## src/hdl/dbchs_pkg.sv

```systemverilog
package dbchs_pkg;

  // Result status codes
  typedef enum logic [1:0] {
    STATUS_OK       = 2'd0,
    STATUS_AT_END   = 2'd1,
    STATUS_PAST_END = 2'd2,
    STATUS_NO_DRIVE = 2'd3
  } status_e;

  // Register indexes (byte address = 4 * index)
  localparam logic [1:0] REG_STROBE_EARLY = 2'd0;
  localparam logic [1:0] REG_STROBE_LATE  = 2'd1;
  localparam logic [1:0] REG_OFFSET_PLUS  = 2'd2;
  localparam logic [1:0] REG_OFFSET_MINUS = 2'd3;

  localparam int ROM_TYPES    = 4;
  localparam int ROM_PARTS    = 8;
  localparam int RETRY_LEVELS = 20;

  // Recovery code bits
  localparam logic [3:0] RECOV_EARLY = 4'b0001;
  localparam logic [3:0] RECOV_LATE  = 4'b0010;
  localparam logic [3:0] RECOV_PLUS  = 4'b0100;
  localparam logic [3:0] RECOV_MINUS = 4'b1000;

  localparam logic [3:0] RECOV_TABLE [RETRY_LEVELS] = '{
    4'b0000, 4'b0000, 4'b0000, RECOV_EARLY,
    RECOV_EARLY, RECOV_LATE, RECOV_LATE, RECOV_PLUS | RECOV_LATE,
    RECOV_PLUS | RECOV_LATE, RECOV_PLUS, RECOV_PLUS, RECOV_PLUS | RECOV_EARLY,
    RECOV_PLUS | RECOV_EARLY, RECOV_MINUS | RECOV_EARLY, RECOV_MINUS | RECOV_EARLY,
    RECOV_PLUS,
    RECOV_PLUS, RECOV_PLUS | RECOV_LATE, RECOV_PLUS | RECOV_LATE, 4'b0000
  };

  // Partition sizes in blocks
  localparam logic [18:0] PART_BLOCKS [ROM_TYPES][ROM_PARTS] = '{
    '{19'd18240, 19'd12160, 19'd232256, 19'd232256,
      19'd154432, 19'd154432, 19'd154432, 19'd495520},
    '{19'd18392, 19'd12122, 19'd231990, 19'd78166,
      19'd0, 19'd0, 19'd0, 19'd340670},
    '{19'd18400, 19'd12320, 19'd99840, 19'd0,
      19'd0, 19'd0, 19'd0, 19'd130300},
    '{19'd18260, 19'd12210, 19'd59180, 19'd0,
      19'd0, 19'd0, 19'd0, 19'd89650}
  };

  // First cylinder of each partition
  localparam logic [9:0] PART_CYL0 [ROM_TYPES][ROM_PARTS] = '{
    '{10'd0, 10'd30, 10'd50, 10'd432, 10'd50, 10'd304, 10'd558, 10'd0},
    '{10'd0, 10'd43, 10'd73, 10'd443, 10'd0, 10'd0, 10'd0, 10'd0},
    '{10'd0, 10'd115, 10'd191, 10'd0, 10'd0, 10'd0, 10'd0, 10'd0},
    '{10'd0, 10'd166, 10'd277, 10'd0, 10'd0, 10'd0, 10'd0, 10'd0}
  };

  // Sectors per cylinder (spt * tpc)
  localparam logic [9:0] PER_CYL [ROM_TYPES] = '{10'd608, 10'd418, 10'd160, 10'd110};

  // ceil(2^29 / per_cyl): exact quotient for any block below 2^19
  localparam int          CYL_SHIFT = 29;
  localparam logic [22:0] CYL_RECIP [ROM_TYPES] =
    '{23'd883012, 23'd1284381, 23'd3355444, 23'd4880645};

  // 1: 32 sectors per track, 0: 22 sectors per track
  localparam logic SPT_IS_32 [ROM_TYPES] = '{1'b1, 1'b0, 1'b1, 1'b0};

  // ceil(2^16 / 22): exact for remainders below 2^15
  localparam int          SPT22_SHIFT = 16;
  localparam logic [11:0] SPT22_RECIP = 12'd2979;
  localparam logic [4:0]  SPT22       = 5'd22;

  // Per-request fields carried along the pipeline
  typedef struct packed {
    status_e     status;
    logic [1:0]  dt;
    logic [9:0]  cyl0;
    logic [15:0] rmask;
    logic [15:0] wc;
  } meta_t;

endpackage

```

## src/hdl/disk_block_to_chs_translator_top.sv

```systemverilog
// Disk block to cylinder/track/sector translator. Each request transaction
// (drive type, partition, block number, byte count, retry count) yields one
// result transaction: a status, the cylinder word (cylinder plus partition
// offset, ORed with the recovery bits chosen by the retry count through the
// four APB mask registers), track, sector and the negated word count. Fields
// other than status read zero unless status is OK. The block is a six-stage
// pipeline: it takes one request every cycle while in_stall_o is low. Its
// depth is set by the two constant-reciprocal multipliers and the
// back-multiplies that split the block number into cylinder, track and
// sector. out_stall_i backpressures stage by stage, so empty stages keep
// filling while a finished result waits. The user must write the mask
// registers only while no transaction is in flight; the block itself does
// not enforce it.
module disk_block_to_chs_translator_top #(
  parameter int DRIVE_TYPES = 4,
  parameter int PARTITIONS  = 8
) (
  input  logic               clk_i,
  input  logic               rst_ni,
  // APB configuration port
  input  logic               psel,
  input  logic               penable,
  input  logic               pwrite,
  input  logic [3:0]         paddr,
  input  logic [31:0]        pwdata,
  output logic [31:0]        prdata,
  output logic               pready,
  // Request channel
  input  logic               in_valid_i,
  output logic               in_stall_o,
  input  logic [2:0]         drive_type_i,
  input  logic [2:0]         partition_i,
  input  logic [23:0]        block_number_i,
  input  logic [15:0]        byte_count_i,
  input  logic [4:0]         retry_count_i,
  // Result channel
  output logic               out_valid_o,
  input  logic               out_stall_i,
  output logic [1:0]         status_o,
  output logic [15:0]        cylinder_word_o,
  output logic [7:0]         track_o,
  output logic [7:0]         sector_o,
  output logic signed [15:0] word_count_o
);

  // ---------------------------------------------------------------------------
  // Mask registers
  // ---------------------------------------------------------------------------
  logic [15:0] early_mask_q, late_mask_q, plus_mask_q, minus_mask_q;
  logic        cfg_wr;

  assign pready = 1'b1;
  assign cfg_wr = psel && penable && pwrite && pready;

  always_ff @(posedge clk_i or negedge rst_ni) begin
    if (!rst_ni) begin
      early_mask_q <= '0;
      late_mask_q  <= '0;
      plus_mask_q  <= '0;
      minus_mask_q <= '0;
    end else if (cfg_wr) begin
      case (paddr[3:2])
        dbchs_pkg::REG_STROBE_EARLY: early_mask_q <= pwdata[15:0];
        dbchs_pkg::REG_STROBE_LATE:  late_mask_q  <= pwdata[15:0];
        dbchs_pkg::REG_OFFSET_PLUS:  plus_mask_q  <= pwdata[15:0];
        dbchs_pkg::REG_OFFSET_MINUS: minus_mask_q <= pwdata[15:0];
        default: ;
      endcase
    end
  end

  always_comb begin
    case (paddr[3:2])
      dbchs_pkg::REG_STROBE_EARLY: prdata = {16'd0, early_mask_q};
      dbchs_pkg::REG_STROBE_LATE:  prdata = {16'd0, late_mask_q};
      dbchs_pkg::REG_OFFSET_PLUS:  prdata = {16'd0, plus_mask_q};
      dbchs_pkg::REG_OFFSET_MINUS: prdata = {16'd0, minus_mask_q};
      default:                     prdata = '0;
    endcase
  end

  // ---------------------------------------------------------------------------
  // Pipeline flow control: a stage loads when it is empty or its successor
  // moves on. Only a full pipeline with a stalled output stalls the input.
  // ---------------------------------------------------------------------------
  logic s1_v_q, s2_v_q, s3_v_q, s4_v_q, s5_v_q, out_v_q;
  logic en1, en2, en3, en4, en5, en_out;

  assign en_out     = !out_v_q || !out_stall_i;
  assign en5        = !s5_v_q || en_out;
  assign en4        = !s4_v_q || en5;
  assign en3        = !s3_v_q || en4;
  assign en2        = !s2_v_q || en3;
  assign en1        = !s1_v_q || en2;
  assign in_stall_o = !en1;

  always_ff @(posedge clk_i or negedge rst_ni) begin
    if (!rst_ni) begin
      s1_v_q  <= 1'b0;
      s2_v_q  <= 1'b0;
      s3_v_q  <= 1'b0;
      s4_v_q  <= 1'b0;
      s5_v_q  <= 1'b0;
      out_v_q <= 1'b0;
    end else begin
      if (en1)    s1_v_q  <= in_valid_i;
      if (en2)    s2_v_q  <= s1_v_q;
      if (en3)    s3_v_q  <= s2_v_q;
      if (en4)    s4_v_q  <= s3_v_q;
      if (en5)    s5_v_q  <= s4_v_q;
      if (en_out) out_v_q <= s5_v_q;
    end
  end

  // ---------------------------------------------------------------------------
  // Stage 1: ROM lookup, range check, recovery mask, word count
  // ---------------------------------------------------------------------------
  logic             dt_ok, pt_ok;
  logic [1:0]       dt;
  logic [18:0]      part_size;
  logic [7:0]       nblk;
  logic [24:0]      end_sum;
  logic [3:0]       rcode;
  dbchs_pkg::meta_t s1_d;

  always_comb begin
    dt_ok     = (int'(drive_type_i) < DRIVE_TYPES) &&
                (int'(drive_type_i) < dbchs_pkg::ROM_TYPES);
    pt_ok     = int'(partition_i) < PARTITIONS;
    dt        = drive_type_i[1:0];
    part_size = pt_ok ? dbchs_pkg::PART_BLOCKS[dt][partition_i] : '0;
    // blocks touched, rounded up
    nblk      = 8'((17'(byte_count_i) + 17'd511) >> 9);
    end_sum   = 25'(block_number_i) + 25'(nblk);
    rcode     = (int'(retry_count_i) < dbchs_pkg::RETRY_LEVELS) ?
                dbchs_pkg::RECOV_TABLE[retry_count_i] : 4'b0000;

    s1_d.dt    = dt;
    s1_d.cyl0  = pt_ok ? dbchs_pkg::PART_CYL0[dt][partition_i] : '0;
    s1_d.rmask = ((rcode & dbchs_pkg::RECOV_EARLY) != '0 ? early_mask_q : '0) |
                 ((rcode & dbchs_pkg::RECOV_LATE)  != '0 ? late_mask_q  : '0) |
                 ((rcode & dbchs_pkg::RECOV_PLUS)  != '0 ? plus_mask_q  : '0) |
                 ((rcode & dbchs_pkg::RECOV_MINUS) != '0 ? minus_mask_q : '0);
    s1_d.wc    = 16'd0 - 16'(byte_count_i >> 1);

    if (!dt_ok) begin
      s1_d.status = dbchs_pkg::STATUS_NO_DRIVE;
    end else if (block_number_i == 24'(part_size)) begin
      s1_d.status = dbchs_pkg::STATUS_AT_END;
    end else if (end_sum > 25'(part_size)) begin
      s1_d.status = dbchs_pkg::STATUS_PAST_END;
    end else begin
      s1_d.status = dbchs_pkg::STATUS_OK;
    end
  end

  // an OK block lies below the largest partition, so 19 bits carry it
  dbchs_pkg::meta_t s1_meta_q, s2_meta_q, s3_meta_q, s4_meta_q, s5_meta_q;
  logic [18:0]      s1_bn_q, s2_bn_q, s3_bn_q;

  always_ff @(posedge clk_i) begin
    if (en1) begin
      s1_meta_q <= s1_d;
      s1_bn_q   <= block_number_i[18:0];
    end
  end

  // ---------------------------------------------------------------------------
  // Stage 2: cylinder = block * ceil(2^29 / per_cyl) >> 29
  // ---------------------------------------------------------------------------
  logic [41:0] cyl_prod;
  logic [9:0]  s2_cyl_q;

  assign cyl_prod = 42'(s1_bn_q) * 42'(dbchs_pkg::CYL_RECIP[s1_meta_q.dt]);

  always_ff @(posedge clk_i) begin
    if (en2) begin
      s2_meta_q <= s1_meta_q;
      s2_bn_q   <= s1_bn_q;
      s2_cyl_q  <= cyl_prod[dbchs_pkg::CYL_SHIFT +: 10];
    end
  end

  // ---------------------------------------------------------------------------
  // Stage 3: back-multiply cylinder * per_cyl
  // ---------------------------------------------------------------------------
  logic [19:0] back_prod;
  logic [9:0]  s3_cyl_q;
  logic [18:0] s3_back_q;

  assign back_prod = 20'(s2_cyl_q) * 20'(dbchs_pkg::PER_CYL[s2_meta_q.dt]);

  always_ff @(posedge clk_i) begin
    if (en3) begin
      s3_meta_q <= s2_meta_q;
      s3_bn_q   <= s2_bn_q;
      s3_cyl_q  <= s2_cyl_q;
      s3_back_q <= back_prod[18:0];
    end
  end

  // ---------------------------------------------------------------------------
  // Stage 4: remainder within the cylinder, cylinder word with offset
  // ---------------------------------------------------------------------------
  logic [18:0] rem_full;
  logic [9:0]  s4_rem_q;
  logic [15:0] s4_cylw_q;

  assign rem_full = s3_bn_q - s3_back_q;

  always_ff @(posedge clk_i) begin
    if (en4) begin
      s4_meta_q <= s3_meta_q;
      s4_rem_q  <= rem_full[9:0];
      s4_cylw_q <= (16'(s3_cyl_q) + 16'(s3_meta_q.cyl0)) | s3_meta_q.rmask;
    end
  end

  // ---------------------------------------------------------------------------
  // Stage 5: track = remainder / sectors per track
  // ---------------------------------------------------------------------------
  logic [21:0] trk_prod;
  logic [4:0]  trk_d;
  logic [4:0]  s5_trk_q;
  logic [9:0]  s5_rem_q;
  logic [15:0] s5_cylw_q;

  assign trk_prod = 22'(s4_rem_q) * 22'(dbchs_pkg::SPT22_RECIP);
  assign trk_d    = dbchs_pkg::SPT_IS_32[s4_meta_q.dt] ? s4_rem_q[9:5] :
                    trk_prod[dbchs_pkg::SPT22_SHIFT +: 5];

  always_ff @(posedge clk_i) begin
    if (en5) begin
      s5_meta_q <= s4_meta_q;
      s5_rem_q  <= s4_rem_q;
      s5_cylw_q <= s4_cylw_q;
      s5_trk_q  <= trk_d;
    end
  end

  // ---------------------------------------------------------------------------
  // Stage 6: sector, zeroing of non-OK results, output register
  // ---------------------------------------------------------------------------
  logic [9:0]  trk_x22;
  logic [9:0]  sec_wide;
  logic [4:0]  sec_d;
  logic        res_ok;
  logic [1:0]  out_status_q;
  logic [15:0] out_cylw_q, out_wc_q;
  logic [7:0]  out_trk_q, out_sec_q;

  assign trk_x22  = 10'(s5_trk_q) * 10'(dbchs_pkg::SPT22);
  assign sec_wide = s5_rem_q - trk_x22;
  assign sec_d    = dbchs_pkg::SPT_IS_32[s5_meta_q.dt] ? s5_rem_q[4:0] : sec_wide[4:0];
  assign res_ok   = s5_meta_q.status == dbchs_pkg::STATUS_OK;

  always_ff @(posedge clk_i) begin
    if (en_out) begin
      out_status_q <= s5_meta_q.status;
      out_cylw_q   <= res_ok ? s5_cylw_q : '0;
      out_trk_q    <= res_ok ? 8'(s5_trk_q) : '0;
      out_sec_q    <= res_ok ? 8'(sec_d) : '0;
      out_wc_q     <= res_ok ? s5_meta_q.wc : '0;
    end
  end

  assign out_valid_o     = out_v_q;
  assign status_o        = out_status_q;
  assign cylinder_word_o = out_cylw_q;
  assign track_o         = out_trk_q;
  assign sector_o        = out_sec_q;
  assign word_count_o    = $signed(out_wc_q);

  // ---------------------------------------------------------------------------
  // Assertions
  // ---------------------------------------------------------------------------
  a_fail_fields_zero: assert property (@(posedge clk_i) disable iff (!rst_ni)
    (out_valid_o && status_o != dbchs_pkg::STATUS_OK) |->
      (cylinder_word_o == '0 && track_o == '0 && sector_o == '0 && word_count_o == '0))
    else $error("non-OK result carries nonzero fields");

  a_ok_geometry: assert property (@(posedge clk_i) disable iff (!rst_ni)
    (out_valid_o && status_o == dbchs_pkg::STATUS_OK) |->
      (sector_o < 8'd32 && track_o < 8'd19))
    else $error("track or sector outside drive geometry");

  a_stall_only_when_full: assert property (@(posedge clk_i) disable iff (!rst_ni)
    in_stall_o |-> (out_valid_o && out_stall_i && s1_v_q && s5_v_q))
    else $error("input stalled with room in the pipeline");

  a_ok_cyl_fits: assert property (@(posedge clk_i) disable iff (!rst_ni)
    (s2_v_q && s2_meta_q.status == dbchs_pkg::STATUS_OK) |-> (s2_cyl_q < 10'd816))
    else $error("cylinder quotient out of range");

endmodule

```

## config.mk

```make
export PLATFORM = sky130hd
export DESIGN_NAME = disk_block_to_chs_translator_top
export DESIGN_NICKNAME = d
export VERILOG_FILES = /design/src/hdl/dbchs_pkg.sv /design/src/hdl/disk_block_to_chs_translator_top.sv
export SDC_FILE = /design/constraint.sdc
export NUM_CORES = 1
export LEC_CHECK = 0
export ABC_AREA = 1
export BUFFER_PORTS_ARGS = -buffer_cell sky130_fd_sc_hd__buf_2
export CAP_MARGIN = 20
export CORE_UTILIZATION = 40
export CTS_CLUSTER_SIZE = 20
export DETAILED_ROUTE_END_ITERATION = 10
export PLACE_DENSITY = 0.63
export SETUP_SLACK_MARGIN = 0.02
export SLEW_MARGIN = 0
export SYNTH_ARGS = -nofsm -noshare
export SYNTH_HDL_FRONTEND = slang
export SYNTH_SLANG_ARGS = --single-unit
```

## constraint.sdc

```tcl
create_clock -name clk_i -period 21.1 [get_ports clk_i]
set_input_delay 4.22 -clock clk_i [delete_from_list [all_inputs] [get_ports clk_i]]
set_output_delay 4.22 -clock clk_i [all_outputs]
set_load 0.05 [all_outputs]
```

# [After elaboration in Yosys (flattened, before gate mapping)]
# Memory sizes are Yosys's and may differ from the RTL's.
# Cells that the tools add are included.
[totals] reg_bits=419 romBits=128 elab_cells=146 memories=1 output_inout_bits=85
[memory_table] name="(name not given)" depth=32 width=4 rd=1 rd_clocked_by_memory_dff=0 write_ports=0 line="disk_block_to_chs_translator_top.sv:136" text="dbchs_pkg::RECOV_TABLE[retry_count_i] : 4'b0000;"
[op_classes] n_reduce_logical=23 eq_ne=4 n_addsub=6 muxes=36 magnitude_cmp=10 bitwise_logic=12 n_mul=4
[ops] op="binary-select mux 152 bit (select 2 bit)" n=1
[ops] op="2-to-1 mux 152 bit" n=2
[ops] op="binary-select mux 80 bit (select 2 bit)" n=1
[ops] op="2-to-1 mux 80 bit" n=2
[ops] op="case mux 32 bit (4 select lines)" n=1
[ops] op="2-to-1 mux 16 bit" n=4
[ops] op="binary-select mux 19 bit (select 3 bit)" n=1
[ops] op="OR 16 bit" n=3
[ops] op="binary-select mux 23 bit (select 2 bit)" n=1
[ops] op="2-to-1 mux 23 bit" n=2
[ops] op="2-to-1 mux 10 bit" n=4
[ops] op="multiplier 19 x 23 -> 39 bit" n=1
[ops] op="2-to-1 mux 19 bit" n=2
[ops] op="binary-select mux 10 bit (select 3 bit)" n=1
[ops] op="adder 24 x 8 -> 25 bit" n=1
[ops] op="greater-than comparator 25 x 19 -> 1 bit" n=1
[ops] op="== test 24 x 19 -> 1 bit" n=1
[ops] op="multiplier 10 x 12 -> 21 bit, second input constant" n=1
[ops] op="binary-select mux 10 bit (select 2 bit)" n=1
[ops] op="adder 16 x 9 -> 17 bit, second input constant" n=1
[ops] op="OR 11 x 16 -> 16 bit" n=1
[ops] op="subtractor 1 x 15 -> 16 bit, first input constant" n=1
[ops] op=">= comparator 3 bit, second input constant" n=5
[ops] op="inverter 2 -> 3 bit" n=5
[ops] op="other kinds (25)" n=51

# [Logic depth before layout (Yosys ltp)]
# Gate-level depths: netlist of run 1.
[depth] depth_word=10 depth_mapped=32

# [Worst setup path before layout of run 1]
# No wires, ideal clock.
[synth_timing] kind="input port to output port" from="input port out_stall_i" to="output port in_stall_o" arrival_time_ns=10.974 t_required_ns=16.880 setup_slack_ns=5.906 path_stages=10 cell_sequence="nand2_1 > nor2_1 > inv_1 > nor2_1 > inv_1 > nor2_1 > inv_1 > nor2_1 > inv_1 > nor2_1"
[synth_between] elab_chain_cells=8
[synth_lines] item="start, declared" line="disk_block_to_chs_translator_top.sv:38" text="input logic out_stall_i,"
[synth_lines] item="logical NOT 1 bit" line="disk_block_to_chs_translator_top.sv:89" text="assign en_out = !out_v_q || !out_stall_i;"
[synth_lines] item="logical OR 1 bit" line="disk_block_to_chs_translator_top.sv:89"
[synth_lines] item="logical OR 1 bit" line="disk_block_to_chs_translator_top.sv:90" text="assign en5 = !s5_v_q || en_out;"
[synth_lines] item="net en5" line="disk_block_to_chs_translator_top.sv:87" text="logic en1, en2, en3, en4, en5, en_out;"
[synth_lines] item="logical OR 1 bit" line="disk_block_to_chs_translator_top.sv:91" text="assign en4 = !s4_v_q || en5;"
[synth_lines] item="net en4" line="disk_block_to_chs_translator_top.sv:87"
[synth_lines] item="logical OR 1 bit" line="disk_block_to_chs_translator_top.sv:92" text="assign en3 = !s3_v_q || en4;"
[synth_lines] item="net en3" line="disk_block_to_chs_translator_top.sv:87"
[synth_lines] item="logical OR 1 bit" line="disk_block_to_chs_translator_top.sv:93" text="assign en2 = !s2_v_q || en3;"
[synth_lines] item="net en2" line="disk_block_to_chs_translator_top.sv:87"
[synth_lines] item="logical OR 1 bit" line="disk_block_to_chs_translator_top.sv:94" text="assign en1 = !s1_v_q || en2;"
[synth_lines] item="logical NOT 1 bit" line="disk_block_to_chs_translator_top.sv:95" text="assign in_stall_o = !en1;"
[synth_lines] item="end, declared" line="disk_block_to_chs_translator_top.sv:30" text="output logic in_stall_o,"
# The timed path passes the listed nets, and every way through them passes these cells.

# [Worst setup path after layout of run 1]
[layout_timing] from="input port out_stall_i" to="output port in_stall_o"
[layout_between] elab_chain_cells=8
[layout_lines] item="logical NOT 1 bit" line="disk_block_to_chs_translator_top.sv:89"
[layout_lines] item="logical OR 1 bit" line="disk_block_to_chs_translator_top.sv:89"
[layout_lines] item="net en_out" line="disk_block_to_chs_translator_top.sv:87"
[layout_lines] item="logical OR 1 bit" line="disk_block_to_chs_translator_top.sv:90"
[layout_lines] item="net en5" line="disk_block_to_chs_translator_top.sv:87"
[layout_lines] item="logical OR 1 bit" line="disk_block_to_chs_translator_top.sv:91"
[layout_lines] item="net en4" line="disk_block_to_chs_translator_top.sv:87"
[layout_lines] item="logical OR 1 bit" line="disk_block_to_chs_translator_top.sv:92"
[layout_lines] item="net en3" line="disk_block_to_chs_translator_top.sv:87"
[layout_lines] item="logical OR 1 bit" line="disk_block_to_chs_translator_top.sv:93"
[layout_lines] item="net en2" line="disk_block_to_chs_translator_top.sv:87"
[layout_lines] item="logical OR 1 bit" line="disk_block_to_chs_translator_top.sv:94"
[layout_lines] item="logical NOT 1 bit" line="disk_block_to_chs_translator_top.sv:95"
# The timed path passes the listed nets, and every way through them passes these cells.

==> summary.md, run 1 <==
| Metric | Value |
|---|---|
| Outcome | `completed` |
| Final GP Congestion | `0.945` |
| Worst r2r src | `s1_meta_q[42]` |
| Max clock buf depth | `3` |
| Final hold vios | `0` |
| Share of layout cells above drive strength 1 | `6.82%` |
| Final ANT Viol Nets | `0` |
| Routed WL per cell | `16.4 um` |
| Post-synth cell types | `56` |
| Starting DRT DRC Count | `1,626` |
| Root Driver | `clkbuf_16` |
| Hold Path End | `s3_meta_q[20]` |
| GRT met2 Usage | `29.9%` |
| Cells after synthesis | `3,500` |
| Number of flops mapped to enable cells by yosys | `339` |
| Worst reg-to-reg setup slack | `roughly 14 ns` |
| Worst setup EP type | `primary output` |
| Setup bufs post-CTS | `0` |
| Cts hold-fix bufs | `0` |
| Worst hold path class | `reg -> reg` |
| Row cnt | `105` |
| Fillcell total | `around 8,000` |
| Post-synthesis async set-or-reset flop share | `about 17%` |
| IO Port Bufs | `137` |
| TritonCTS clock tree | `yes` |
| Final setup skew | `0.0214 ns` |
| Layout area overhead | `9.29%` |
| CORE AREA | `0.0824 mm2` |
| Final setup fails | `0` |
| First-pass GRT wire length | `124 mm` |
| Sequential cell area fraction in the yosys report | `35.8%` |
| Post-detail-place hpwl | `61.7 mm` |
| Pre-antenna DRT Iters | `6` |
| H-tree depth | `2` |
| Max stage delay on crit path | `0.73 ns` |
| Vias | `22,500` |
| RSZ-0062 raised after global routing | `no` |
| Maxcap violations | `0` |
| Final Cycle Share | `61.2%` |
| Starting density of the core | `between 40% and 50%` |
| Critical Path Slowest Stage Cell | `inv_2` |
| Grt total ovfl | `0` |
| TritonCTS Sinks | `409` |
| Worst Path Buf+Inv | `9` |
| Cts bufs inserted | `39` |
| Number of global-route vias before repair | `22,800` |
| Die area | `0.0846 mm2` |
| Die Height | `~290 um` |
| Main synth FF type | `edfxtp_1` |
| R2R Path End | `s2_cyl_q[9]` |
| Cell area after synthesis | `0.0334 mm2` |
| Max FO, Critical Path | `76` |
| FF+latch count, synth | `slightly above 400` |
| Slew Limit Fails | `0` |
| Synth Area per Inst | `9.53 um2` |
| Worst-Margin Slew | `1.09 ns` |
| WS Path Type | `in -> out` |
| Slew HR | `27.0%` |
| Die width | `just under 300 um` |
| Setup TNS Final | `0 ns` |
| Busiest layer in global routing | `met2` |
| Most frequent cell on the critical path | `nor2_1` |
| M1 GR Usage | `between 20% and 30%` |
| Post_cts resized | `0` |
| Initial antenna violation count | `4` |
| Clock slew at reported path FFs | `around 0.07 ns` |
| Worst reg2reg path depth | `25` |
| Hold depth | `0` |
| DRT Wirelength | `77.3 mm` |
| Hold_sp | `s2_meta_q[20]` |
| Worst path cell trace | `buf_2, nand2_2, buf_4, nor2_1, inv_2, nor2_1, inv_2, nor2_1, inv_2, buf_4, nor2_1, inv_2, buf_4, nor2_1, buf_2` |
| Largest net degree at the start of global routing | `77` |
| GR Util All Layers | `18.6%` |
| Vias per cell | `4.77` |
| Met3 Resource Use GR | `approximately 2.7%` |
| Tmin final | `12.90 ns` |
| Worst-Skew Late Latency | `0.55 ns` |
| CP delay by family, top | `buffers and inverters` |
| Total Nets Final | `4,369` |
| Synth warnings | `0` |
| CP startpoint kind | `input port` |
| Ports | `179` |
| WP data required | `16.88 ns` |
| Max Freq | `77.5 MHz` |
| DRC viols | `0` |
| Arr. time, crit path | `8.68 ns` |
-- how the worst max path moves through the flow --
stage,to,from,depth (start not counted),slack [ns]
CTS,in_stall_o,out_stall_i,15,7.84
floorplan,in_stall_o,out_stall_i,10,5.91
finish,in_stall_o,out_stall_i,15,8.20
global route,in_stall_o,out_stall_i,15,7.48
detailed placement,in_stall_o,out_stall_i,15,7.85
global placement,in_stall_o,out_stall_i,15,7.87
-- Yosys cell counts, drive strengths merged, types with 4 or more instances --
library cell | n | area, um2
edfxtp | 339 | 10200
a21oi | 90 | 450
o21ai | 131 | 663
nand3 | 67 | 335
a31oi | 9 | 56.3
buf | 39 | 262
fa | 339 | 6790
nand2 | 625 | 2350
o2111ai | 18 | 158
xor2 | 60 | 526
ha | 318 | 3980
inv | 917 | 3440
a221oi | 15 | 131
nor4 | 4 | 25.0
o211ai | 10 | 85.1
dfrtp | 70 | 1750
nor2 | 245 | 932
o21a | 5 | 37.5
o21bai | 15 | 113
xnor2 | 30 | 263
nor3 | 21 | 115
clkbuf | 61 | 230
a21o | 7 | 52.6
a21boi | 4 | 30.0
nand4 | 22 | 138
nand3b | 8 | 60.1
or2 | 10 | 62.6
-- cells in the final DEF, fill, tap and decap left out, drive strengths merged, types with 2 or more instances in the layout --
cell type  instances
xor2              60
inv              919
nand3b             8
o21ai            131
and3               2
a221oi            15
o211ai            10
edfxtp           339
nor3              21
a21boi             4
o22ai              3
diode              3
clkinvlp           2
or2               10
o21bai            15
conb              23
clkbuf            48
buf              156
a21o               7
clkinv            17
o2111ai           18
nor2             245
a31oi              9
o21a               5
a21oi             90
xnor2             30
nand4             22
nand3             67
a211oi             2
bufinv             5
dfrtp             70
nor4               4
nand2            625
ha               318
fa               339
-- flip-flops by register name, summed over array words and instances, names as in the netlist, 5 cells and up --
signal,cells
cylinder_word_o,16
s1_bn_q,19
s5_trk_q,5
s2_bn_q,10
s5_rem_q,5
s4_cylw_q,16
sector_o,5
early_mask_q,16
s2_cyl_q,10
s3_meta_q,45
plus_mask_q,16
late_mask_q,16
s1_meta_q,46
word_count_o,16
s3_back_q,9
s3_cyl_q,10
s3_bn_q,10
s5_meta_q,19
track_o,5
s4_rem_q,10
minus_mask_q,16
s5_cylw_q,16
s4_meta_q,19
s2_meta_q,46
-- through the flow --
step	setup WS, ns	hold WS, ns	util (%)	area (um2)	std cells
final	8.20	0.405	44.3	36500	4722
after detailed placement	7.85	0.405	42.6	35100	4647
after CTS	7.84	0.406	44.3	36500	4719
after global placement	7.87	0.401	42.6	35100	4647
after floorplan	5.91	0.400	-	33400	3521
after global routing	7.48	0.415	44.3	36500	4721
-- area by class of cell --
class | instances | area [um2] | share of cell area [%]
inverter | 919 | 3450 | 9.46
clock buffer | 48 | 1030 | 2.82
clock inverter | 24 | 305 | 0.837
tap | 1070 | 1340 | 3.67
antenna | 3 | 7.51 | 0.0206
multi-input combinational | 2093 | 17600 | 48.2
sequential | 409 | 11900 | 32.7
timing repair buffer | 156 | 828 | 2.27
-- worst register-to-register path: cells and delay by family (launching register included) --
kind | cells | cell delay [ns]
and+or+nand+nor | 6 | 0.65
adders and majority gates | 8 | 3.99
DFF | 1 | 0.32
xor gates and xnor gates | 1 | 0.17
AOI/OAI and AO/OA | 3 | 0.44
buffers and inverters | 7 | 1.29
-- metal layers --
metal / part of all wire [%] / wire [um]
met1: 45 / 35100
met2: 46 / 35400
met3: 5.9 / 4550
met4: 2.8 / 2190
met5: 0.017 / 13
-- logic make-up (layout without fill, tap and decap cells) --
kind of cell	count (synthesis)	in the layout	synth area share, %
AOI/OAI and AO/OA	316	316	5.63
xor gates and xnor gates	90	90	2.36
adders and majority gates	657	657	32.3
buffers and inverters	1019	1147	11.8
DFF	409	409	35.8
muxes	1	1	0.0337
other	2	26	0.0225
and+or+nand+nor	1006	1006	12.1
Power of run 1 is not shown: default switching activity piles up to over one toggle a cycle in this logic, so the estimate is an artifact.
==> inputs of run 2 (changes only) <==
==> constraint.sdc (replaced) <==
create_clock -name clk_i -period 13.4 [get_ports clk_i]
set_input_delay 2.68 -clock clk_i [delete_from_list [all_inputs] [get_ports clk_i]]
set_output_delay 2.68 -clock clk_i [all_outputs]
set_load 0.05 [all_outputs]
==> run 2 against run 1 <==
Clock skew increased by 0.0034 ns; cell count hardly changed; via count rose by 0.66%; critical path type unchanged; non-clock buffer count is 2 higher; global-route usage barely moved; register-to-register slack lost 7.8 ns; wire length down 0.23%; largest cell class unchanged; cell area about the same.
==> summary.md, run 2 (same netlist as run 1, synthesis figures left out) <==
| Metric | Value |
|---|---|
| Outcome | `completed (unchanged)` |
| Layout area overhead | `9.39% (was 9.29%)` |
| Worst hold path class | `reg -> reg (unchanged)` |
| Largest net degree at the start of global routing | `76 (was 77)` |
| Final setup skew | `0.0248 ns (was 0.0214 ns)` |
| WP depth | `12 (was 15)` |
| Tmin final | `between 8 and 9 ns` |
| Row cnt | `105 (unchanged)` |
| Worst reg-to-reg setup slack | `6.16 ns (was 13.95 ns)` |
| Root Driver | `clkbuf_16 (unchanged)` |
| Cts bufs inserted | `39 (unchanged)` |
| Commonest non-fill, non-tap cell in the layout | `inv_1 (unchanged)` |
| H-tree depth | `2 (unchanged)` |
| WS Path Type | `in -> out (unchanged)` |
| Most frequent cells in the layout | `907 x inv_1, 623 x nand2_1, 339 x fa_1, 339 x edfxtp_1, 318 x ha_1 (unchanged)` |
| Final hold vios | `0 (unchanged)` |
| Setup TNS Final | `0 ns (unchanged)` |
| Pre-antenna DRT Iters | `7 (was 6)` |
| R2R Path End | `s2_cyl_q[9] (unchanged)` |
| Worst setup EP type | `primary output (unchanged)` |
| Worst-Skew Late Latency | `0.55 ns (about the same)` |
| Final setup fails | `0 (unchanged)` |
| Post-detail-place hpwl | `61.4 mm (was 61.7 mm)` |
| TritonCTS Sinks | `409 (unchanged)` |
| CP delay by family, top | `buffers and inverters (unchanged)` |
| Maxcap violations | `0 (unchanged)` |
| Biggest regs | `s1_meta_q (46), s2_meta_q (46), s3_meta_q (45) (unchanged)` |
| First-pass GRT wire length | `123 mm (was 124 mm)` |
| Final ANT Viol Nets | `0 (unchanged)` |
| Ports | `179 (unchanged)` |
| Worst Path Buf+Inv | `6 (was 9)` |
| Critical path endpoint | `in_stall_o (unchanged)` |
| Max stage delay on crit path | `0.74 ns (was 0.73 ns)` |
| DRT Wirelength | `77.1 mm (was 77.3 mm)` |
| Fillcell total | `7,881 (was 7,866)` |
| Die area | `0.0846 mm2 (unchanged)` |
| Placed instance area | `0.0351 mm2 (about the same)` |
| Grt total ovfl | `0 (unchanged)` |
| Total Nets Final | `4,371 (was 4,369)` |
| Die Height | `291 um (unchanged)` |
| Cts hold-fix bufs | `0 (unchanged)` |
| Setup bufs post-CTS | `0 (unchanged)` |
| RSZ-0062 raised after global routing | `no (unchanged)` |
| Worst r2r src | `s1_meta_q[42] (unchanged)` |
| TritonCTS clock tree | `yes (unchanged)` |
| IO Port Bufs | `137 (unchanged)` |
| Worst path cell trace | `buf_2, nand2_2, nor2_1, inv_2, nor2_1, inv_2, nor2_1, inv_2, nor2_1, inv_2, nor2_1, buf_2 (was buf_2, nand2_2, buf_4, nor2_1, inv_2, nor2_1, inv_2, nor2_1, inv_2, buf_4, nor2_1, inv_2, buf_4, nor2_1, buf_2)` |
| Worst-Margin Slew | `1.04 ns (was 1.09 ns)` |
| Share of layout cells above drive strength 1 | `6.79% (was 6.82%)` |
| Die width | `291 um (unchanged)` |
| Clock slew at reported path FFs | `0.07 ns (about the same)` |
| Starting DRT DRC Count | `1,570 (was 1,626)` |
| Post_cts resized | `0 (unchanged)` |
| Vias | `22,700 (was 22,500)` |
| Routed WL per cell | `16.3 um (was 16.4 um)` |
| Vias per cell | `4.80 (was 4.77)` |
| DRC viols | `0 (unchanged)` |
| Arr. time, crit path | `5.33 ns (was 8.68 ns)` |
| CORE AREA | `0.0824 mm2 (unchanged)` |
| Critical Path Start | `out_stall_i (unchanged)` |
| Max Freq | `125 MHz` |
| Most frequent cell on the critical path | `nor2_1 (unchanged)` |
| Critical Path Slowest Stage Cell | `inv_2 (unchanged)` |
| Slew HR | `30.3% (was 27.0%)` |
| WP data required | `10.72 ns (was 16.88 ns)` |
| Final Cycle Share | `59.8%` |
| CP startpoint kind | `input port (unchanged)` |
| Final GP Congestion | `0.951 (was 0.945)` |
| Max clock buf depth | `3 (unchanged)` |
| Layout Utilization | `44.3% (about the same)` |
| Worst reg2reg path depth | `25 (unchanged)` |
| Starting density of the core | `40.5% (unchanged)` |
| GR Util All Layers | `18.6% (about the same)` |
| Finished Cell Area | `0.0365 mm2 (about the same)` |
| Max FO, Critical Path | `47 (was 76)` |
| Slew Limit Fails | `0 (unchanged)` |
| Initial antenna violation count | `4 (unchanged)` |
| Number of global-route vias before repair | `23,100 (was 22,800)` |
[run 2: worst reg2reg max path, delay by kind of cell (launching register included)]
| family | cells | cell delay, ns |
|---|---|---|
| buffers and inverters | 7 | 1.29 |
| AO/OA/AOI/OAI | 3 | 0.43 |
| AND/OR/NAND/NOR | 6 | 0.62 |
| adder cells (fa/ha/maj) | 8 | 4.14 |
| XOR/XNOR | 1 | 0.15 |
| flip-flops | 1 | 0.32 |
[run 2: cell type report]
type | instances | area (um2) | share of cell area (%)
Multi-Input combinational cell | 2093 | 17600 | 48.1
Sequential cell | 409 | 11900 | 32.7
Inverter | 919 | 3450 | 9.45
Tap cell | 1070 | 1340 | 3.67
Clock buffer | 56 | 1100 | 3.01
Timing Repair Buffer | 158 | 856 | 2.34
Clock inverter | 16 | 245 | 0.672
Antenna cell | 2 | 5.00 | 0.0137
[run 2: per-stage QoR]
stage | setup WS, ns | hold WS, ns | std cells
CTS | 4.70 | 0.405 | 4720
finish | 5.39 | 0.393 | 4723
floorplan | 1.29 | 0.400 | 3521
detailed placement | 4.71 | 0.405 | 4648
global placement | 4.75 | 0.400 | 4648
global route | 4.95 | 0.405 | 4723
[run 2: worst min-delay path by stage]
stage | start | end | slack [ns] | cells past startpoint
after floorplan | s1_meta_q[0] | s2_meta_q[0] | 0.40 | 0
after global placement | s2_meta_q[8] | s3_meta_q[8] | 0.40 | 0
after detailed placement | s1_meta_q[22] | s2_meta_q[22] | 0.40 | 0
after CTS | s2_meta_q[39] | s3_meta_q[39] | 0.41 | 0
after global routing | s2_meta_q[39] | s3_meta_q[39] | 0.41 | 0
final | s2_meta_q[39] | s3_meta_q[39] | 0.39 | 0
[run 2: routing by layer]
metal	global-route usage [%]	vias up	part of all wire, %
met5	0	-	0.017
met4	5.79	2	3.0
met3	3.02	125	6.4
met2	30.0	636	46
met1	25.7	10900	45
li1	-	11000	-
Power of run 2 is left out for the same reason.
